<file path="src/hdl/lcv_pkg.sv">
// shared types, constants and lookup functions of the location code validator
package lcv_pkg;

	localparam int MAX_LEN = 64;
	localparam int CIDX_W = $clog2(MAX_LEN + 1);
	localparam int EPOS_W = 6;
	localparam int DRUN_W = 7;
	localparam int CQ_DEPTH = 4;
	localparam int CQ_PTR_W = $clog2(CQ_DEPTH);
	localparam int CQ_CNT_W = $clog2(CQ_DEPTH + 1);
	localparam int NUM_LETTERS = 13;

	localparam logic [2:0] ST_VALID = 3'd0;
	localparam logic [2:0] ST_BLANK = 3'd1;
	localparam logic [2:0] ST_STRUCT = 3'd2;
	localparam logic [2:0] ST_CODE = 3'd3;
	localparam logic [2:0] ST_ORDER = 3'd4;

	localparam logic [12:0] CODE_ENABLE_RST = 13'h1FFF;
	localparam logic [3:0] LETTER_NONE = 4'd13;

	localparam logic [7:0] CH_N = 8'h4E;
	localparam logic [7:0] CH_P = 8'h50;
	localparam logic [7:0] CH_C = 8'h43;
	localparam logic [7:0] CH_S = 8'h53;
	localparam logic [7:0] CH_U = 8'h55;
	localparam logic [7:0] CH_M = 8'h4D;
	localparam logic [7:0] CH_L = 8'h4C;
	localparam logic [7:0] CH_I = 8'h49;
	localparam logic [7:0] CH_O = 8'h4F;
	localparam logic [7:0] CH_F = 8'h46;
	localparam logic [7:0] CH_A = 8'h41;
	localparam logic [7:0] CH_H = 8'h48;
	localparam logic [7:0] CH_V = 8'h56;
	localparam logic [7:0] CH_0 = 8'h30;
	localparam logic [7:0] CH_9 = 8'h39;
	localparam logic [7:0] CH_SP = 8'h20;
	localparam logic [7:0] CH_TAB = 8'h09;
	localparam logic [7:0] CH_CR = 8'h0D;

	typedef struct packed {
		logic       has_char;
		logic       close;
		logic       is_space;
		logic       is_digit;
		logic       letter_ok;
		logic       grp_valid;
		logic [1:0] grp;
		logic [7:0] ch;
	} cls_t;

	typedef struct packed {
		logic [2:0]        status;
		logic [EPOS_W-1:0] error_position;
		logic [3:0]        groups_seen;
		logic [DRUN_W-1:0] digit_count;
	} res_t;

	function automatic logic [3:0] letter_index(input logic [7:0] ch);
		logic [3:0] idx;
		case (ch)
			CH_N: idx = 4'd0;
			CH_P: idx = 4'd1;
			CH_C: idx = 4'd2;
			CH_S: idx = 4'd3;
			CH_U: idx = 4'd4;
			CH_M: idx = 4'd5;
			CH_L: idx = 4'd6;
			CH_I: idx = 4'd7;
			CH_O: idx = 4'd8;
			CH_F: idx = 4'd9;
			CH_A: idx = 4'd10;
			CH_H: idx = 4'd11;
			CH_V: idx = 4'd12;
			default: idx = LETTER_NONE;
		endcase
		return idx;
	endfunction

	// group code 0..3, bit 2 set for no group
	function automatic logic [2:0] letter_group(input logic [3:0] idx);
		logic [2:0] g;
		case (idx)
			4'd1, 4'd2, 4'd3: g = 3'd0;
			4'd4, 4'd5, 4'd6: g = 3'd1;
			4'd7, 4'd8: g = 3'd2;
			4'd9, 4'd10: g = 3'd3;
			default: g = 3'd4;
		endcase
		return g;
	endfunction

endpackage

</file>
<file path="src/hdl/lcv_front.sv">
// front end: code enable register and character classification
module lcv_front import lcv_pkg::*; (
	input  logic        clk,
	input  logic        arst_n,
	input  logic        code_enable_we,
	input  logic [12:0] code_enable,
	input  logic [7:0]  char_in,
	input  logic        is_empty,
	input  logic        last_char,
	output cls_t        cls
);

	logic [12:0] code_enable_q;
	logic [15:0] en_ext;
	logic [3:0]  idx;
	logic [2:0]  grp;

	always_ff @(posedge clk or negedge arst_n) begin
		if (!arst_n) begin
			code_enable_q <= CODE_ENABLE_RST;
		end else if (code_enable_we) begin
			code_enable_q <= code_enable;
		end
	end

	assign en_ext = {3'b000, code_enable_q};
	assign idx = letter_index(char_in);
	assign grp = letter_group(idx);

	always_comb begin
		cls.has_char = !is_empty;
		cls.close = is_empty || last_char;
		cls.is_space = (char_in == CH_SP) || ((char_in >= CH_TAB) && (char_in <= CH_CR));
		cls.is_digit = (char_in >= CH_0) && (char_in <= CH_9);
		cls.letter_ok = (idx != LETTER_NONE) && en_ext[idx];
		cls.grp_valid = !grp[2];
		cls.grp = grp[1:0];
		cls.ch = char_in;
	end

endmodule

</file>
<file path="src/hdl/lcv_cmdq.sv">
// queue of classified characters between front and back
module lcv_cmdq import lcv_pkg::*; (
	input  logic clk,
	input  logic arst_n,
	input  logic push,
	input  cls_t wdata,
	output logic full,
	input  logic pop,
	output logic valid,
	output cls_t rdata
);

	cls_t                mem_q [CQ_DEPTH];
	logic [CQ_PTR_W-1:0] wptr_q;
	logic [CQ_PTR_W-1:0] rptr_q;
	logic [CQ_CNT_W-1:0] cnt_q;
	logic                do_push;
	logic                do_pop;

	assign full = (cnt_q == CQ_CNT_W'(CQ_DEPTH));
	assign valid = (cnt_q != '0);
	assign do_push = push && !full;
	assign do_pop = pop && valid;
	assign rdata = mem_q[rptr_q];

	always_ff @(posedge clk) begin
		if (do_push) begin
			mem_q[wptr_q] <= wdata;
		end
	end

	always_ff @(posedge clk or negedge arst_n) begin
		if (!arst_n) begin
			wptr_q <= '0;
			rptr_q <= '0;
			cnt_q <= '0;
		end else begin
			if (do_push) begin
				wptr_q <= wptr_q + 1'b1;
			end
			if (do_pop) begin
				rptr_q <= rptr_q + 1'b1;
			end
			if (do_push && !do_pop) begin
				cnt_q <= cnt_q + 1'b1;
			end else if (do_pop && !do_push) begin
				cnt_q <= cnt_q - 1'b1;
			end
		end
	end

	a_cnt_bound: assert property (@(posedge clk) disable iff (!arst_n)
		cnt_q <= CQ_CNT_W'(CQ_DEPTH))
		else $error("command queue count out of range");

	a_cnt_up: assert property (@(posedge clk) disable iff (!arst_n)
		(do_push && !do_pop) |=> (cnt_q == $past(cnt_q) + 1'b1))
		else $error("command queue count did not follow push");

	a_ptr_gap: assert property (@(posedge clk) disable iff (!arst_n)
		(cnt_q != CQ_CNT_W'(CQ_DEPTH) && cnt_q != '0)
			|-> (wptr_q - rptr_q == cnt_q[CQ_PTR_W-1:0]))
		else $error("command queue pointers disagree with count");

endmodule

</file>
<file path="src/hdl/lcv_back.sv">
// back end: per-string rule checking and result buffer
module lcv_back import lcv_pkg::*; (
	input  logic       clk,
	input  logic       arst_n,
	input  logic       rec_valid,
	input  cls_t       rec,
	output logic       rec_pop,
	output logic       res_empty,
	input  logic       res_pop,
	output res_t       res
);

	logic [CIDX_W-1:0] char_index_q, char_index_n;
	logic              digits_started_q, digits_started_n;
	logic              prev_was_digit_q, prev_was_digit_n;
	logic              letters_started_q, letters_started_n;
	logic [3:0]        group_used_q, group_used_n;
	logic [7:0]        prev_char_q, prev_char_n;
	logic              all_ws_q, all_ws_n;
	logic [2:0]        ferr_q, ferr_n;
	logic [EPOS_W-1:0] fidx_q, fidx_n;
	logic [DRUN_W-1:0] drun_q, drun_n;

	res_t        obuf_q [2];
	logic        owptr_q;
	logic        orptr_q;
	logic [1:0]  ocnt_q;
	logic        out_space;
	logic        res_push;
	logic        res_take;
	res_t        res_new;
	logic [3:0]  gbit;

	assign res_take = res_pop && (ocnt_q != 2'd0);
	assign out_space = (ocnt_q != 2'd2) || res_take;
	assign rec_pop = rec_valid && (!rec.close || out_space);
	assign res_push = rec_pop && rec.close;
	assign res_empty = (ocnt_q == 2'd0);
	assign res = obuf_q[orptr_q];
	assign gbit = 4'b0001 << rec.grp;

	always_comb begin
		char_index_n = char_index_q;
		digits_started_n = digits_started_q;
		prev_was_digit_n = prev_was_digit_q;
		letters_started_n = letters_started_q;
		group_used_n = group_used_q;
		prev_char_n = prev_char_q;
		all_ws_n = all_ws_q;
		ferr_n = ferr_q;
		fidx_n = fidx_q;
		drun_n = drun_q;
		if (rec.has_char) begin
			if (!rec.is_space) begin
				all_ws_n = 1'b0;
			end
			if (char_index_q < CIDX_W'(MAX_LEN)) begin
				char_index_n = char_index_q + 1'b1;
			end
			if (ferr_q == ST_VALID) begin
				if (char_index_q >= CIDX_W'(MAX_LEN)) begin
					ferr_n = ST_STRUCT;
					fidx_n = char_index_q[EPOS_W-1:0];
				end else if (rec.is_digit) begin
					if ((!digits_started_q && char_index_q != '0) ||
						(digits_started_q && !prev_was_digit_q)) begin
						ferr_n = ST_STRUCT;
						fidx_n = char_index_q[EPOS_W-1:0];
					end else begin
						digits_started_n = 1'b1;
						prev_was_digit_n = 1'b1;
						if (drun_q != {DRUN_W{1'b1}}) begin
							drun_n = drun_q + 1'b1;
						end
						prev_char_n = rec.ch;
					end
				end else if (!rec.letter_ok) begin
					ferr_n = ST_CODE;
					fidx_n = char_index_q[EPOS_W-1:0];
				end else if (rec.grp_valid && ((group_used_q & gbit) != 4'b0000)) begin
					ferr_n = ST_STRUCT;
					fidx_n = char_index_q[EPOS_W-1:0];
				end else begin
					if (rec.grp_valid) begin
						group_used_n = group_used_q | gbit;
					end
					if (rec.grp_valid && letters_started_q && char_index_q != '0 &&
						!prev_was_digit_q && rec.ch < prev_char_q) begin
						ferr_n = ST_ORDER;
						fidx_n = char_index_q[EPOS_W-1:0];
					end else begin
						letters_started_n = 1'b1;
						prev_was_digit_n = 1'b0;
						prev_char_n = rec.ch;
					end
				end
			end
		end
		if (all_ws_n) begin
			res_new.status = ST_BLANK;
			res_new.error_position = '0;
			res_new.groups_seen = '0;
			res_new.digit_count = '0;
		end else begin
			res_new.status = ferr_n;
			res_new.error_position = (ferr_n != ST_VALID) ? fidx_n : '0;
			res_new.groups_seen = group_used_n;
			res_new.digit_count = drun_n;
		end
	end

	always_ff @(posedge clk or negedge arst_n) begin
		if (!arst_n) begin
			char_index_q <= '0;
			digits_started_q <= 1'b0;
			prev_was_digit_q <= 1'b0;
			letters_started_q <= 1'b0;
			group_used_q <= '0;
			prev_char_q <= '0;
			all_ws_q <= 1'b1;
			ferr_q <= ST_VALID;
			fidx_q <= '0;
			drun_q <= '0;
		end else if (rec_pop) begin
			if (rec.close) begin
				char_index_q <= '0;
				digits_started_q <= 1'b0;
				prev_was_digit_q <= 1'b0;
				letters_started_q <= 1'b0;
				group_used_q <= '0;
				prev_char_q <= '0;
				all_ws_q <= 1'b1;
				ferr_q <= ST_VALID;
				fidx_q <= '0;
				drun_q <= '0;
			end else begin
				char_index_q <= char_index_n;
				digits_started_q <= digits_started_n;
				prev_was_digit_q <= prev_was_digit_n;
				letters_started_q <= letters_started_n;
				group_used_q <= group_used_n;
				prev_char_q <= prev_char_n;
				all_ws_q <= all_ws_n;
				ferr_q <= ferr_n;
				fidx_q <= fidx_n;
				drun_q <= drun_n;
			end
		end
	end

	always_ff @(posedge clk) begin
		if (res_push) begin
			obuf_q[owptr_q] <= res_new;
		end
	end

	always_ff @(posedge clk or negedge arst_n) begin
		if (!arst_n) begin
			owptr_q <= 1'b0;
			orptr_q <= 1'b0;
			ocnt_q <= 2'd0;
		end else begin
			if (res_push) begin
				owptr_q <= !owptr_q;
			end
			if (res_take) begin
				orptr_q <= !orptr_q;
			end
			if (res_push && !res_take) begin
				ocnt_q <= ocnt_q + 1'b1;
			end else if (res_take && !res_push) begin
				ocnt_q <= ocnt_q - 1'b1;
			end
		end
	end

	a_obuf_bound: assert property (@(posedge clk) disable iff (!arst_n)
		ocnt_q != 2'd3)
		else $error("result buffer overflow");

	a_close_clears: assert property (@(posedge clk) disable iff (!arst_n)
		(rec_pop && rec.close) |=> (char_index_q == '0 && all_ws_q && ferr_q == ST_VALID))
		else $error("string state not cleared after close");

	a_first_error_holds: assert property (@(posedge clk) disable iff (!arst_n)
		(rec_pop && !rec.close && ferr_q != ST_VALID)
			|=> (ferr_q == $past(ferr_q) && fidx_q == $past(fidx_q)))
		else $error("first error overwritten");

endmodule

</file>
<file path="src/hdl/location_code_validator.sv">
// top level of the location code validator
//
//   port group           direction  transfer when
//   char_in/is_empty/    in         push && !full
//     last_char
//   status/error_pos/    out        pop && !empty
//     groups/digits
//   code_enable          cfg        code_enable_we
//
// one character per cycle sustained unless the checker halts (below); the rule
// checker retires one queued character a cycle, and with an empty result buffer
// a result shows on the outputs in the cycle after the closing item is taken
// reset: code_enable 0x1FFF, both queues empty, string state cleared
// a four deep character queue absorbs stalls; the checker halts on a
// closing item only while both result buffer slots are occupied and none
// is taken in that cycle
module location_code_validator import lcv_pkg::*; (
	input  logic        clk,
	input  logic        arst_n,
	input  logic        code_enable_we,
	input  logic [12:0] code_enable,
	input  logic        push,
	output logic        full,
	input  logic [7:0]  char_in,
	input  logic        is_empty,
	input  logic        last_char,
	output logic        empty,
	input  logic        pop,
	output logic [2:0]  status,
	output logic [5:0]  error_position,
	output logic [3:0]  groups_seen,
	output logic [6:0]  digit_count
);

	cls_t cls;
	cls_t rec;
	logic rec_valid;
	logic rec_pop;
	res_t res;

	lcv_front u_front (
		.clk            (clk),
		.arst_n         (arst_n),
		.code_enable_we (code_enable_we),
		.code_enable    (code_enable),
		.char_in        (char_in),
		.is_empty       (is_empty),
		.last_char      (last_char),
		.cls            (cls)
	);

	lcv_cmdq u_cmdq (
		.clk    (clk),
		.arst_n (arst_n),
		.push   (push),
		.wdata  (cls),
		.full   (full),
		.pop    (rec_pop),
		.valid  (rec_valid),
		.rdata  (rec)
	);

	lcv_back u_back (
		.clk       (clk),
		.arst_n    (arst_n),
		.rec_valid (rec_valid),
		.rec       (rec),
		.rec_pop   (rec_pop),
		.res_empty (empty),
		.res_pop   (pop),
		.res       (res)
	);

	assign status = res.status;
	assign error_position = res.error_position;
	assign groups_seen = res.groups_seen;
	assign digit_count = res.digit_count;

endmodule
</file>
<file path="config.mk">
export PLATFORM = sky130hd
export DESIGN_NAME = location_code_validator
export DESIGN_NICKNAME = d
export VERILOG_FILES = /design/src/hdl/lcv_pkg.sv /design/src/hdl/lcv_front.sv /design/src/hdl/lcv_cmdq.sv /design/src/hdl/lcv_back.sv /design/src/hdl/location_code_validator.sv
export SDC_FILE = /design/constraint.sdc
export NUM_CORES = 1
export LEC_CHECK = 0
export ABC_AREA = 0
export ABC_CLOCK_PERIOD_IN_PS = 3570
export BUFFER_PORTS_ARGS = -buffer_cell sky130_fd_sc_hd__buf_4
export CAP_MARGIN = 20
export CORE_ASPECT_RATIO = 1.2
export CORE_UTILIZATION = 40
export DETAILED_ROUTE_END_ITERATION = 8
export GPL_TIMING_DRIVEN = 0
export PLACE_DENSITY_LB_ADDON = 0.3
export SLEW_MARGIN = 0
export SYNTH_ARGS = -nofsm -noshare
export SYNTH_HDL_FRONTEND = slang
export SYNTH_SLANG_ARGS = --single-unit
</file>
<file path="constraint.sdc">
create_clock -name clk -period 3.57 [get_ports clk]
set_input_delay 0.714 -clock clk [delete_from_list [all_inputs] [get_ports clk]]
set_output_delay 0.714 -clock clk [all_outputs]
set_load 0.005 [all_outputs]
</file>
# After elaboration in Yosys (flattened, before gate mapping)
# Memories as Yosys holds them, arrays and structs flattened.
# Cells that the tools add are included.
[word_totals] regBits=63 latchBits=0 ram_bits=104 mem_bits_ro=48 input_bits=28 out_inout_bits=22 mem_count=3
[mem_list] name="u_cmdq.mem_q" depth=4 word_bits=16 read_ports=1 rd_clocked_by_memory_dff=0 write_ports=1 line="lcv_cmdq.sv:13" rtl="cls_t mem_q [CQ_DEPTH];"
[mem_list] name="(no name shown)" depth=16 word_bits=3 read_ports=1 rd_clocked_by_memory_dff=0 write_ports=0 line="lcv_pkg.sv:83" rtl="case (idx)"
[mem_list] name="u_back.obuf_q" depth=2 word_bits=20 read_ports=1 rd_clocked_by_memory_dff=0 write_ports=1 line="lcv_back.sv:24" rtl="res_t obuf_q [2];"
[classes] addsub=8 mul=0 div_mod_pow=0 n_lt_le_gt_ge=8 eq_ne=26 shifts=1 muxes=83 n_bitwise=2 n_reduce_logical=55
[op_table] operator="$eq A8 B7 Y1 const B" n=13
[op_table] operator="$mux W8" n=9
[op_table] operator="$mux W7" n=10
[op_table] operator="$mux W6" n=10
[op_table] operator="$pmux W4 S13" n=1
[op_table] operator="$mux W3" n=11
[op_table] operator="$mux W4" n=8
[op_table] operator="$mux W1" n=30
[op_table] operator="$mux W20" n=1
[op_table] operator="$logic_and A1 B1 Y1" n=19
[op_table] operator="$reduce_and A8 Y1" n=2
[op_table] operator="$reduce_bool A2 Y1" n=8
[op_table] operator="$add A7 B1 Y7 const B" n=2
[op_table] operator="$logic_not A1 Y1" n=12
[op_table] operator="$ne A2 B1 Y1 const B" n=5
[op_table] operator="$ne A3 B2 Y1 const B" n=3
[op_table] operator="$reduce_bool A3 Y1" n=3
[op_table] operator="$eq A8 B6 Y1 const B" n=1
[op_table] operator="$ge A8 B4 Y1 const B" n=1
[op_table] operator="$ge A8 B6 Y1 const B" n=1
[op_table] operator="$le A8 B4 Y1 const B" n=1
[op_table] operator="$le A8 B6 Y1 const B" n=1
[op_table] operator="$lt A8 B8 Y1" n=1
[op_table] operator="$ge A7 B7 Y1 const B" n=1
[op_table] operator="22 further kinds" n=29

# Longest topological paths before layout
# An unclocked memory read counts as a cell.
[depth] word_depth=15 mapped_depth=12 mapped_depth_nobuf=9

# Cells and area by module
# Synthesis repeated with hierarchy kept, for this count alone.
[hier_totals] hier_cells=601 area_unflattened_um2=8105.3
[by_module_without_submodules] mod="lcv_back" instances=1 cells_per_inst=341 area_per_inst_um2=4042.6 seq_area_each_um2=2278.4
[by_module_without_submodules] mod="lcv_cmdq" instances=1 cells_per_inst=119 area_per_inst_um2=2793.9 seq_area_each_um2=2097.0
[by_module_without_submodules] mod="lcv_front" instances=1 cells_per_inst=141 area_per_inst_um2=1268.7 seq_area_each_um2=341.6

# Worst setup path before layout
# OpenSTA, ideal clock, no wires.
[synth_path] kind="register -> register" from="register u_cmdq.rptr_q[0]" to="memory u_back.obuf_q[0][15] (netlist name), data pin" setup_time_ns=0.261 t_arrival_ns=2.858 slack_ns=0.451 stages_incl_launch_ff=12 path_buffers=3 cell_sequence="dfrtp_1 -> buf_6 -> buf_2 -> mux4_2 -> ha_1 -> nand4_1 -> o2111a_1 -> and4_1 -> o311a_4 -> buf_2 -> mux2i_1 -> nor2_1"
[synth_rtl] item="start: declaration" line="lcv_cmdq.sv:15" rtl="logic [CQ_PTR_W-1:0] rptr_q;"
[synth_rtl] item="start signal: assignment" line="lcv_cmdq.sv:42" rtl="rptr_q <= rptr_q + 1'b1;"
[synth_rtl] item="end: declaration" line="lcv_back.sv:24"

==> run_results.csv <==
group,metric,value,unit
setup_path,crit_arrival,3.48,ns
grt,first_global_vias,5062,
cells_and_area,drive_gt1_share,25.5,%
logic_synthesis,yosys_warnings,0,
cells_and_area,layout_common_cells,"104 x edfxtp_1, 58 x nor2_1, 50 x buf_4",
cells_and_area,seqCellArea,4720,sq um
floorplan,io_pins,50,
route,routedWlPerCell,15.7,um
timing,skew,0.0109,ns
timing,fin_crit_sh,92.9,%
flow_run,maxCapViolCount,0,
route,via_per_inst,5.20,
grt,grt_overflow,0,
logic_synthesis,synth-seq-cells,167,
power,p_switching,2.54,mW
logic_synthesis,ys.flop_type,"edfxtp_1",
logic_synthesis,syn_area,7790,sq um
floorplan,start_util,41.0,%
route,ant_nets,0,
clock_network,path_clk_slew,0.06,ns
clock_network,postCtsSetupRepairBufs,0,
route,initialDrtViolationCount,253,
clock_network,htree_levels,4,
logic_synthesis,syn_avg_cell_area,13.2,sq um
grt,grt_pass1_wl,24.2,mm
clock_network,cts_tree,"built",
power,power_frac_clock,25.2,%
placed_design,port_buffers,49,
timing,setup-tns-final,0,ns
floorplan,core_area,19000,sq um
cells_and_area,finalNetCount,705,
power,swShare,33.2,%
clock_network,clock_sinks,167,
setup_path,path_class,"flip-flop to flip-flop",
cells_and_area,fill_cells,1697,
floorplan,die_x,129,um
cells_and_area,layout_commonest_cell,"edfxtp_1",
run_status,status,"completed",
clock_network,cts_buffers,17,
power,seqPwrFrac,37.3,%
timing,worst_pin_slew,0.932,ns
cells_and_area,multi_input_area,2870,sq um
cells_and_area,synthToLayoutAreaGrowth,17.4,%
grt,grt_max_degree,64,
setup_path,worstPathMaxFanout,10,
route,drc,0,
logic_synthesis,netlist_instances,589,
setup_path,cp.required,3.73,ns
floorplan,die_area,20100,sq um
clock_network,holdBufCountCts,0,
cells_and_area,diodes,0,
timing,maxSlewViolCount,0,
clock_network,ctsRootBufferMaster,"clkbuf_16",
grt,grt_usage,15.7,%
route,totalWireLength,14.5,mm
clock_network,clkLatencyLatePin,0.43,ns
timing,max-slew-margin-rel,37.9,%
placed_design,gp_congestion,0.853,
timing,clock.fmax,0.301,GHz
power,power_frac_comb,37.5,%
floorplan,rows,55,
power,powerDensity,836,nW/um^2
setup_path,endpoint_kind,"flip-flop",
timing,final_hold_viol_count,0,
power,leakage,3.56,nW
route,drt_pre_antenna_iters,4,
clock_network,cts_resized,1,
placed_design,dp_hpwl,10.6,mm
power,internal_power,5.11,mW
clock_network,clk_path_buf_depth,2,
grt,antenna_found_initial,0,
route,vias,4818,
worst_hold_path,hold_class,"input port to async pin",
power,ir_drop,366,uV
logic_synthesis,async_flop_share,37.7,%
logic_synthesis,synth-seq-area-share,60.5,%
timing,rsz0062_at_grt,"false",
timing,finalSetupViolations,0,
logic_synthesis,synth_edf_count,104,
logic_synthesis,synth.net_count,637,
cells_and_area,final_core_util,48.2,%
logic_synthesis,synth_cell_type_count,66,
setup_path,cp-start-kind,"flip-flop",
floorplan,die_h,155,um
setup_path,r2r_cells,12,
power,total_power,7.65,mW
timing,period_needed,3.32,ns
cells in the mapped netlist, types with 3 or more instances:
cell	number	area (sq um)
and2_1	7	43.8
mux4_2	16	360
or3_1	4	25.0
edfxtp_1	104	3120
a31oi_1	7	43.8
or2_2	3	18.8
o21ai_1	4	20.0
a211oi_1	3	22.5
o22ai_1	3	18.8
nand2_1	33	124
nor2_1	59	221
o21ai_0	17	85.1
nor3_1	4	20.0
nand2b_1	5	31.3
ha_1	19	238
nand4_1	5	31.3
inv_1	28	105
xnor2_1	10	87.6
dfstp_2	14	368
xor2_1	11	96.3
nor2b_1	11	68.8
nand3_1	10	50.1
and3_1	3	18.8
o31ai_1	5	37.5
mux2i_1	22	220
clkbuf_1	16	60.1
buf_2	6	30.0
dfrtp_1	49	1230
a21oi_1	24	120
nor3b_1	5	37.5
a211o_1	3	26.3
mux2_2	35	394
power groups by stage:
stage / clock, mW / sequential (mW) / combinational [mW]
5_1_grt: 2.06 / 2.90 / 3.19
3_3_place_gp: 0 / 2.86 / 2.77
6_report: 1.93 / 2.85 / 2.87
3_5_place_dp: 0 / 2.90 / 2.88
2_1_floorplan: 0 / 2.83 / 2.01
4_1_cts: 1.97 / 2.86 / 2.89
cell type report:
cell class / count / area share (%)
flip-flops and latches: 167 / 51.5
multi-input cells: 369 / 31.3
clock buffers: 18 / 4.80
repair buffers: 50 / 4.18
well taps: 256 / 3.50
clock inverters: 14 / 2.16
plain buffers: 24 / 1.33
inverters: 28 / 1.15
routing by layer:
layer | share of wire (%) | track usage (%) | vias up
li1 | - | - | 2312
met1 | 41 | 17.3 | 2386
met2 | 53 | 29.0 | 98
met3 | 3.2 | 3.20 | 22
met4 | 2.0 | 6.48 | 0
met5 | 0 | 0 | -
stage by stage:
stage	std cells	cell area (sq um)	setup WS, ns	hold WS, ns
6_report	926	9150	0.253	0.392
2_1_floorplan	589	7790	0.451	0.418
5_1_grt	926	9150	0.0452	0.459
3_3_place_gp	894	8480	-0.0945	0.473
4_1_cts	927	9140	0.0657	0.418
3_5_place_dp	895	8500	-0.0153	0.481
registers in the layout, summed over array words and instances (netlist names):
name,cells
u_cmdq.mem_q,64
u_back.obuf_q,40
u_front.code_enable_q,13
u_back.prev_char_q,8
u_back.char_index_q,7
u_back.drun_q,7
u_back.fidx_q,6
u_back.group_used_q,4
u_back.ferr_q,3
u_cmdq.cnt_q,3
u_back.ocnt_q,2
u_cmdq.rptr_q,2
u_cmdq.wptr_q,2
u_back.all_ws_q,1
u_back.digits_started_q,1
u_back.letters_started_q,1
u_back.orptr_q,1
u_back.owptr_q,1
u_back.prev_was_digit_q,1
critical path, stage by stage (launching register included):
cell	delay, ns
dfrtp_1	0.35
buf_6	0.17
buf_6	0.20
mux4_2	0.54
ha_1	0.32
nand4_1	0.13
nor2_1	0.17
o221ai_1	0.12
and4_1	0.24
o311a_4	0.35
buf_2	0.20
mux2i_1	0.17
nor2_1	0.08
path summary, 6_finish.rpt:
kind                                       start                   end  slack, ns
min in group clk                 u_cmdq.cnt_q[2]       u_cmdq.cnt_q[2]       0.49
worst max-delay path            u_cmdq.rptr_q[0]  u_back.obuf_q[0][15]       0.25
max in group asynchronous                 arst_n      u_back.drun_q[6]       2.63
worst min-delay path                      arst_n      u_cmdq.wptr_q[1]       0.39
worst min register to register   u_cmdq.cnt_q[2]       u_cmdq.cnt_q[2]       0.49
worst max register to register  u_cmdq.rptr_q[0]  u_back.obuf_q[0][15]       0.25
logic make-up after synthesis:
logic type	count (synthesis)	synth area share, %
buffers and inverters	53	2.84
adder cells (fa/ha/maj)	20	3.31
flip-flops	167	60.5
AND/OR/NAND/NOR	164	10.5
AO/OA/AOI/OAI	91	7.93
XOR/XNOR	21	2.36
multiplexers	73	12.5
Note: power is estimated with default switching activity, not from simulation.
